<file path="src/rtl/lkv_pkg.sv">
// ----------------------------------------------------------------------------
// LRU key-value cache package
// Shared constants, the sequencer state type and the compare unit flags.
// ----------------------------------------------------------------------------
package lkv_pkg;

   // Default number of entries in the store.
   localparam int ENTRIES_DEFAULT = 16;

   // Field widths fixed by the interface.
   localparam int KEY_W = 32;
   localparam int VAL_W = 32;
   localparam int CAP_W = 5;

   // Capacity after reset.
   localparam logic [CAP_W-1:0] CAP_RESET = 5'd16;

   // Request modes.
   localparam logic MODE_GET = 1'b0;
   localparam logic MODE_PUT = 1'b1;

   // Sequencer states.
   typedef enum logic [2:0] {
      ST_IDLE,
      ST_SCAN,
      ST_DECIDE,
      ST_SWEEP,
      ST_FINISH
   } state_type;

   // Flags produced by the shared compare unit for one stored entry.
   typedef struct packed {
      logic key_eq;     // stored key equals the request key
      logic rank_last;  // entry holds the least recent rank
      logic rank_below; // entry is more recent than the reference rank
   } cmp_flags_type;

endpackage

</file>
<file path="src/rtl/lkv_cmp_unit.sv">
// ----------------------------------------------------------------------------
// LRU key-value cache compare unit
// Shared key and rank comparator used on every entry during scan and sweep.
// ----------------------------------------------------------------------------
module lkv_cmp_unit #(
   parameter int RANK_W = 4
) (
   input  logic [lkv_pkg::KEY_W-1:0] stored_key,
   input  logic [lkv_pkg::KEY_W-1:0] req_key,
   input  logic [RANK_W-1:0]         rank,
   input  logic [RANK_W-1:0]         last_rank,
   input  logic [RANK_W-1:0]         ref_rank,
   output lkv_pkg::cmp_flags_type    flags,
   output logic [RANK_W-1:0]         rank_next
);

   // Keys compare as plain bit patterns.
   assign flags.key_eq     = (stored_key == req_key);
   assign flags.rank_last  = (rank == last_rank);
   assign flags.rank_below = (rank < ref_rank);

   // Entries more recent than the reference age by one.
   assign rank_next = flags.rank_below ? (rank + RANK_W'(1)) : rank;

endmodule

</file>
<file path="src/rtl/lru_key_value_cache.sv">
// ----------------------------------------------------------------------------
// LRU key-value cache
// Fully associative key-value store with least-recently-used replacement.
// ----------------------------------------------------------------------------
// The key scan and the rank sweep each read one entry per cycle. A request
// runs the scan, the decide step, the sweep and the finish step, where the
// result strobe is registered; a get that misses skips the sweep. One
// request at a time: busy stays high until the strobe cycle. Synchronous
// reset empties the store and sets capacity to 16 without clearing the entry
// memories; results cannot stall.
module lru_key_value_cache #(
   parameter int ENTRIES = lkv_pkg::ENTRIES_DEFAULT
) (
   input  logic                             clock,
   input  logic                             reset,
   // Request channel
   input  logic                             start,
   output logic                             busy,
   input  logic                             req_mode,
   input  logic signed [lkv_pkg::KEY_W-1:0] req_key,
   input  logic signed [lkv_pkg::VAL_W-1:0] req_value,
   // Result channel
   output logic                             rsp_valid,
   output logic                             rsp_hit,
   output logic signed [lkv_pkg::VAL_W-1:0] rsp_read_value,
   output logic                             rsp_evicted,
   // Capacity register write channel
   input  logic                             csr_valid,
   output logic                             csr_ready,
   input  logic [lkv_pkg::CAP_W-1:0]        csr_data
);

   localparam int IW = (ENTRIES > 1) ? $clog2(ENTRIES) : 1;
   localparam int CW = $clog2(ENTRIES + 1);

   // Entry memories.
   logic [lkv_pkg::KEY_W-1:0] key_mem  [ENTRIES];
   logic [lkv_pkg::VAL_W-1:0] val_mem  [ENTRIES];
   logic [IW-1:0]             rank_mem [ENTRIES];

   // Registered read data.
   logic [lkv_pkg::KEY_W-1:0] key_rd_ff;
   logic [lkv_pkg::VAL_W-1:0] val_rd_ff;
   logic [IW-1:0]             rank_rd_ff;

   // Sequencer and request state.
   lkv_pkg::state_type        state_ff, state_in;
   logic [CW-1:0]             cnt_ff, cnt_in;
   logic                      pend_ff, pend_in;
   logic [IW-1:0]             pidx_ff, pidx_in;
   logic                      mode_ff, mode_in;
   logic [lkv_pkg::KEY_W-1:0] key_ff, key_in;
   logic [lkv_pkg::VAL_W-1:0] value_ff, value_in;
   logic                      found_ff, found_in;
   logic [IW-1:0]             slot_ff, slot_in;
   logic [IW-1:0]             rref_ff, rref_in;
   logic [IW-1:0]             victim_ff, victim_in;
   logic [lkv_pkg::VAL_W-1:0] hitval_ff, hitval_in;
   logic                      upd_ff, upd_in;
   logic                      wkv_ff, wkv_in;
   logic                      insert_ff, insert_in;
   logic [CW-1:0]             fill_ff, fill_in;
   logic [lkv_pkg::CAP_W-1:0] cap_ff, cap_in;

   // Result registers.
   logic                      rsp_valid_ff, rsp_valid_in;
   logic                      rsp_hit_ff, rsp_hit_in;
   logic [lkv_pkg::VAL_W-1:0] rsp_value_ff, rsp_value_in;
   logic                      rsp_evicted_ff, rsp_evicted_in;

   // Memory port controls.
   logic [IW-1:0]             rd_addr;
   logic                      rank_we;
   logic [IW-1:0]             rank_waddr;
   logic [IW-1:0]             rank_wdata;
   logic                      kv_we;

   // Derived values.
   logic [IW-1:0]             last_rank;
   logic [CW-1:0]             eff_cap;
   logic                      issue;
   lkv_pkg::cmp_flags_type    flags;
   logic [IW-1:0]             rank_next;

   assign last_rank = IW'(fill_ff - CW'(1));
   assign issue     = (cnt_ff < fill_ff);

   // Capacity clamped to the range one to ENTRIES.
   always_comb begin
      if (cap_ff == '0) begin
         eff_cap = CW'(1);
      end else if (32'(cap_ff) > ENTRIES) begin
         eff_cap = CW'(ENTRIES);
      end else begin
         eff_cap = CW'(cap_ff);
      end
   end

   // Shared comparator on the entry read back from memory.
   lkv_cmp_unit #(
      .RANK_W (IW)
   ) u_cmp (
      .stored_key (key_rd_ff),
      .req_key    (key_ff),
      .rank       (rank_rd_ff),
      .last_rank  (last_rank),
      .ref_rank   (rref_ff),
      .flags      (flags),
      .rank_next  (rank_next)
   );

   // Entry memories: one read and one write address per cycle.
   always_ff @(posedge clock) begin
      key_rd_ff  <= key_mem[rd_addr];
      val_rd_ff  <= val_mem[rd_addr];
      rank_rd_ff <= rank_mem[rd_addr];
      if (kv_we) begin
         key_mem[slot_ff] <= key_ff;
         val_mem[slot_ff] <= value_ff;
      end
      if (rank_we) begin
         rank_mem[rank_waddr] <= rank_wdata;
      end
   end

   // State registers.
   always_ff @(posedge clock) begin
      if (reset) begin
         state_ff       <= lkv_pkg::ST_IDLE;
         pend_ff        <= 1'b0;
         fill_ff        <= '0;
         cap_ff         <= lkv_pkg::CAP_RESET;
         rsp_valid_ff   <= 1'b0;
      end else begin
         state_ff       <= state_in;
         pend_ff        <= pend_in;
         fill_ff        <= fill_in;
         cap_ff         <= cap_in;
         rsp_valid_ff   <= rsp_valid_in;
      end
      cnt_ff         <= cnt_in;
      pidx_ff        <= pidx_in;
      mode_ff        <= mode_in;
      key_ff         <= key_in;
      value_ff       <= value_in;
      found_ff       <= found_in;
      slot_ff        <= slot_in;
      rref_ff        <= rref_in;
      victim_ff      <= victim_in;
      hitval_ff      <= hitval_in;
      upd_ff         <= upd_in;
      wkv_ff         <= wkv_in;
      insert_ff      <= insert_in;
      rsp_hit_ff     <= rsp_hit_in;
      rsp_value_ff   <= rsp_value_in;
      rsp_evicted_ff <= rsp_evicted_in;
   end

   // Sequencer: next state and memory controls.
   always_comb begin
      state_in       = state_ff;
      cnt_in         = cnt_ff;
      pend_in        = 1'b0;
      pidx_in        = cnt_ff[IW-1:0];
      mode_in        = mode_ff;
      key_in         = key_ff;
      value_in       = value_ff;
      found_in       = found_ff;
      slot_in        = slot_ff;
      rref_in        = rref_ff;
      victim_in      = victim_ff;
      hitval_in      = hitval_ff;
      upd_in         = upd_ff;
      wkv_in         = wkv_ff;
      insert_in      = insert_ff;
      fill_in        = fill_ff;
      cap_in         = cap_ff;
      rsp_valid_in   = 1'b0;
      rsp_hit_in     = rsp_hit_ff;
      rsp_value_in   = rsp_value_ff;
      rsp_evicted_in = rsp_evicted_ff;
      rd_addr        = cnt_ff[IW-1:0];
      rank_we        = 1'b0;
      rank_waddr     = pidx_ff;
      rank_wdata     = rank_next;
      kv_we          = 1'b0;

      unique case (state_ff)
         lkv_pkg::ST_IDLE: begin
            // Capacity writes are taken only while idle.
            if (csr_valid) begin
               cap_in = csr_data;
            end
            if (start) begin
               mode_in  = req_mode;
               key_in   = req_key;
               value_in = req_value;
               found_in = 1'b0;
               cnt_in   = '0;
               state_in = lkv_pkg::ST_SCAN;
            end
         end

         lkv_pkg::ST_SCAN: begin
            // Issue one read per cycle and check the entry read last cycle.
            pend_in = issue;
            if (issue) begin
               cnt_in = cnt_ff + CW'(1);
            end
            if (pend_ff) begin
               if (flags.key_eq && !found_ff) begin
                  found_in  = 1'b1;
                  slot_in   = pidx_ff;
                  rref_in   = rank_rd_ff;
                  hitval_in = val_rd_ff;
               end
               if (flags.rank_last) begin
                  victim_in = pidx_ff;
               end
            end
            if (!issue && !pend_ff) begin
               state_in = lkv_pkg::ST_DECIDE;
            end
         end

         lkv_pkg::ST_DECIDE: begin
            // Pick the entry to touch and the rank that splits the aging.
            rsp_hit_in     = found_ff;
            rsp_value_in   = '0;
            rsp_evicted_in = 1'b0;
            insert_in      = 1'b0;
            upd_in         = 1'b1;
            wkv_in         = 1'b1;
            if (found_ff) begin
               wkv_in = (mode_ff == lkv_pkg::MODE_PUT);
               if (mode_ff == lkv_pkg::MODE_GET) begin
                  rsp_value_in = hitval_ff;
               end
            end else if (mode_ff == lkv_pkg::MODE_PUT) begin
               if (fill_ff >= eff_cap) begin
                  slot_in        = victim_ff;
                  rref_in        = last_rank;
                  rsp_evicted_in = 1'b1;
               end else begin
                  slot_in   = fill_ff[IW-1:0];
                  rref_in   = fill_ff[IW-1:0];
                  insert_in = 1'b1;
               end
            end else begin
               upd_in = 1'b0;
               wkv_in = 1'b0;
            end
            cnt_in   = '0;
            state_in = (found_ff || mode_ff == lkv_pkg::MODE_PUT) ?
                       lkv_pkg::ST_SWEEP : lkv_pkg::ST_FINISH;
         end

         lkv_pkg::ST_SWEEP: begin
            // Age every entry more recent than the reference rank.
            pend_in = issue;
            if (issue) begin
               cnt_in = cnt_ff + CW'(1);
            end
            rank_we = pend_ff;
            if (!issue && !pend_ff) begin
               state_in = lkv_pkg::ST_FINISH;
            end
         end

         lkv_pkg::ST_FINISH: begin
            // Make the touched entry most recent and post the result.
            rank_we    = upd_ff;
            rank_waddr = slot_ff;
            rank_wdata = '0;
            kv_we      = wkv_ff;
            if (insert_ff) begin
               fill_in = fill_ff + CW'(1);
            end
            rsp_valid_in = 1'b1;
            state_in     = lkv_pkg::ST_IDLE;
         end

         default: begin
            state_in = lkv_pkg::ST_IDLE;
         end
      endcase
   end

   assign busy           = (state_ff != lkv_pkg::ST_IDLE);
   assign csr_ready      = (state_ff == lkv_pkg::ST_IDLE);
   assign rsp_valid      = rsp_valid_ff;
   assign rsp_hit        = rsp_hit_ff;
   assign rsp_read_value = rsp_value_ff;
   assign rsp_evicted    = rsp_evicted_ff;

   // The result strobe lasts a single cycle.
   assert property (@(posedge clock) disable iff (reset) rsp_valid_ff |=> !rsp_valid_ff)
      else $error("result strobe held for more than one cycle");

   // The fill count never passes the number of entries.
   assert property (@(posedge clock) disable iff (reset) 32'(fill_ff) <= ENTRIES)
      else $error("fill count exceeds the number of entries");

   // A result never reports both a hit and an eviction.
   assert property (@(posedge clock) disable iff (reset)
      rsp_valid_ff |-> !(rsp_hit_ff && rsp_evicted_ff))
      else $error("result shows hit and eviction together");

   // An accepted request starts the key scan in the next cycle.
   assert property (@(posedge clock) disable iff (reset)
      (start && !busy) |=> (state_ff == lkv_pkg::ST_SCAN))
      else $error("accepted request did not start the scan");

   // Sweep writes only land on filled entries.
   assert property (@(posedge clock) disable iff (reset)
      (state_ff == lkv_pkg::ST_SWEEP && rank_we) |-> (CW'(rank_waddr) < fill_ff))
      else $error("rank sweep wrote outside the filled entries");

endmodule
</file>
<file path="config.mk">
export PLATFORM = sky130hd
export DESIGN_NAME = lru_key_value_cache
export DESIGN_NICKNAME = d
export VERILOG_FILES = /design/src/rtl/lkv_pkg.sv /design/src/rtl/lkv_cmp_unit.sv /design/src/rtl/lru_key_value_cache.sv
export SDC_FILE = /design/constraint.sdc
export NUM_CORES = 1
export LEC_CHECK = 0
export BUFFER_PORTS_ARGS = -buffer_cell sky130_fd_sc_hd__buf_4
export CORE_MARGIN = 8
export CORE_UTILIZATION = 50
export CTS_CLUSTER_DIAMETER = 150
export DETAILED_ROUTE_END_ITERATION = 10
export PLACE_DENSITY = 0.69
export SETUP_SLACK_MARGIN = 0.15
export SLEW_MARGIN = 30
export SYNTH_ARGS = -nofsm -noshare
export SYNTH_HDL_FRONTEND = slang
export SYNTH_SLANG_ARGS = --single-unit
</file>
<file path="constraint.sdc">
create_clock -name clock -period 6.9 [get_ports clock]
set_clock_uncertainty 0.05 [all_clocks]
set_input_delay 0.345 -clock clock [delete_from_list [all_inputs] [get_ports clock]]
set_output_delay 0.345 -clock clock [all_outputs]
set_load 0.005 [all_outputs]
</file>
==> results_dict.tcl <==
set metrics [dict create \
    clockBufferDepth 3 \
    die_w_um 330 \
    tightest_slew_ns 1.00 \
    min_period_over_period_pct 54.0 \
    crit_chain "nor3b_4 -> nand4_1 -> nor2_4 -> buf_4" \
    worstSkewPairLatency_ns 0.73 \
    clkSinkCount 1327 \
    synth.area.top_cells "edfxtp_1, mux4_2, dfxtp_1" \
    grt_pass1_wl_um 149000 \
    first_iter_violations 1997 \
    leakage_uw 0.0180 \
    grtUsageTotal_pct 18.6 \
    status "completed" \
    start_kind "flip-flop" \
    avgSynthCellArea_um2 23.7 \
    endpoint_kind "flip-flop" \
    path_class "flip-flop to flip-flop" \
    drcViolationCount 0 \
    grt_overflow 0 \
    maxSlewHeadroom_pct 33.2 \
    place_congestion 0.757 \
    drv_cap 0 \
    fp.coreArea_um2 98100 \
    syn_nets 2170 \
    async_flop_share_pct 0 \
    cts_root_buffer "clkbuf_16" \
    cts_made_buffers 132 \
    synth_cell_types 44 \
    cts_tree "yes" \
    hp-class "input pin to flip-flop" \
    critPathMaxStageDelay_ns 0.79 \
    wire_per_inst_um 26.9 \
    die_area_um2 109000 \
    holdBufCountCts 77 \
    place_ws_ns 3.01 \
    setup_viol 0 \
    num_vias 21861 \
    grt_start_max_net_pins 102 \
    post-synth-top-count-cell "edfxtp_1" \
    final.setup.tns_ns 0 \
    drive_gt1_share_pct 27.1 \
    hold_violations 0 \
    ir_drop_mv 0.449 \
    postCtsSetupBuffers 0 \
    synth_commonest_cells "edfxtp_1, mux4_2, dfxtp_1" \
    area.growth.synth_to_final_pct 14.9 \
    ios 111 \
    synth_edf_count 1240 \
    yosysTopAreaCell "edfxtp_1" \
    utilization_pct 57.8 \
    nets 2436 \
    crit_fanout 46 \
    clock.fmax_mhz 268 \
    ctsResizeCount 0 \
    firstDrtPassIters 5 \
    synth-main-ff-cell "edfxtp_1" \
    worst_slack_ns 3.17 \
    synth_seq_area_share_pct 79.0 \
    fill_cells 6878 \
    crit_slowest_cell "buf_4" \
    drt-vias-per-instance 5.84 \
    cts.clk_slew.worst_paths_ns 0.06 \
    die_h_um 330 \
    ys_warn_count 0 \
    min_period_ns 3.73 \
    ys_seq_elements 1327 \
    cts_htree_levels 4 \
    postSynthCellCount 2080 \
    row_count 115 \
    required_ns 7.18 \
    antenna_found_initial 1 \
    netlist_area_um2 49400 \
    power_density_nw_per_um2 384 \
    dp_hpwl_um 51300 \
    hold_ws_ns 0.210 \
    synth_top_cell_area_share_pct 75.4 \
    rsz0062_at_grt "no" \
    antenna_cells 0 \
    maxSlewViolCount 0 \
    wl_um 100000 \
    portBuffers 110 \
    antenna_left 0 \
    arrival_ns 4.00 \
    grt_pass1_vias 22964 \
    start_util_pct 50.3 \
]
path summary, 6_finish.rpt:
kind | start | endpoint | slack, ns | cells after the start
worst min-delay path | start | cnt_ff[1]$_SDFFCE_PP0P_ | 0.21 | 3
worst max register to register | state_ff[2]$_SDFFE_PP0P_ | val_mem[7][0]$_DFFE_PP_ | 3.17 | 4
worst max-delay path | state_ff[2]$_SDFFE_PP0P_ | val_mem[7][0]$_DFFE_PP_ | 3.17 | 4
worst min register to register | val_rd_ff[6]$_DFF_P_ | hitval_ff[6]$_DFFE_PP_ | 0.35 | 0
through the flow:
stage / cells / instance area, µm² / total power [µW]
final: 3741 / 56700 / 21800
after global routing: 3741 / 56700 / 22600
after CTS: 3740 / 56700 / 22000
after detailed placement: 3421 / 51700 / 15100
after global placement: 3420 / 51700 / 15000
after floorplan: 2080 / 49400 / 13800
worst max-delay path: cells and delay by family, from the launching register on:
family / cells / cell delay [ns]
AND/OR/NAND/NOR: 3 / 1.92
buffers and inverters: 1 / 0.79
flip-flops: 1 / 0.51
sequential cells by signal, indices dropped and copies added (netlist names), 5 cells and up:
register        flops
rsp_read_value     32
fill_ff             5
rank_mem           64
val_rd_ff          32
cnt_ff              5
key_mem           512
hitval_ff          32
value_ff           32
key_rd_ff          32
cap_ff              5
val_mem           512
key_ff             32
routing by layer:
metal | wire (µm) | up-vias | GRT usage (%) | part of all wire, %
met5 | 0 | - | 0 | 0
met4 | 2330 | 0 | 5.60 | 2.3
met3 | 7150 | 168 | 3.79 | 7.1
met2 | 49400 | 821 | 30.0 | 49
met1 | 41600 | 11564 | 25.7 | 41
li1 | - | 9308 | - | -
power by group:
| part | leakage (µW) | internal (µW) | switching, µW |
|---|---|---|---|
| sequential | 0.0119 | 9910 | 653 |
| clock | 0.00204 | 3930 | 2940 |
| combinational | 0.00405 | 2210 | 2130 |
| total | 0.0180 | 16000 | 5720 |
layout by cell type (no fill, tap or decap), types with 13 or more instances in the layout:
cell type	count
nor2_1	48
clkbuf_16	134
inv_1	18
mux4_1	41
o21ai_0	14
clkbuf_8	13
clkbuf_1	37
dlygate4sd3_1	77
clkinv_1	14
edfxtp_1	1240
clkinv_2	23
buf_4	130
ha_1	16
xnor2_1	39
buf_6	13
and2_1	34
mux4_2	299
nand2_1	20
dfxtp_1	87
final cells by class:
type                    instances  area (µm²)  area share, %
inverters                      20        75.1          0.132
clock buffers                 184        3670           6.47
repair buffers                226        2020           3.56
multi-input cells             639        9860           17.4
well taps                    1287        1610           2.84
flip-flops and latches       1327       39000           68.7
clock inverters                58         497          0.876
cell families after synthesis:
logic type | synth area share (%)
buffers and inverters | 1.33
AOI/OAI and AO/OA | 0.535
DFF | 79.0
adders and majority gates | 0.406
muxes | 16.0
and+or+nand+nor | 1.90
xor gates and xnor gates | 0.834
(Power assumes the default switching activity.)
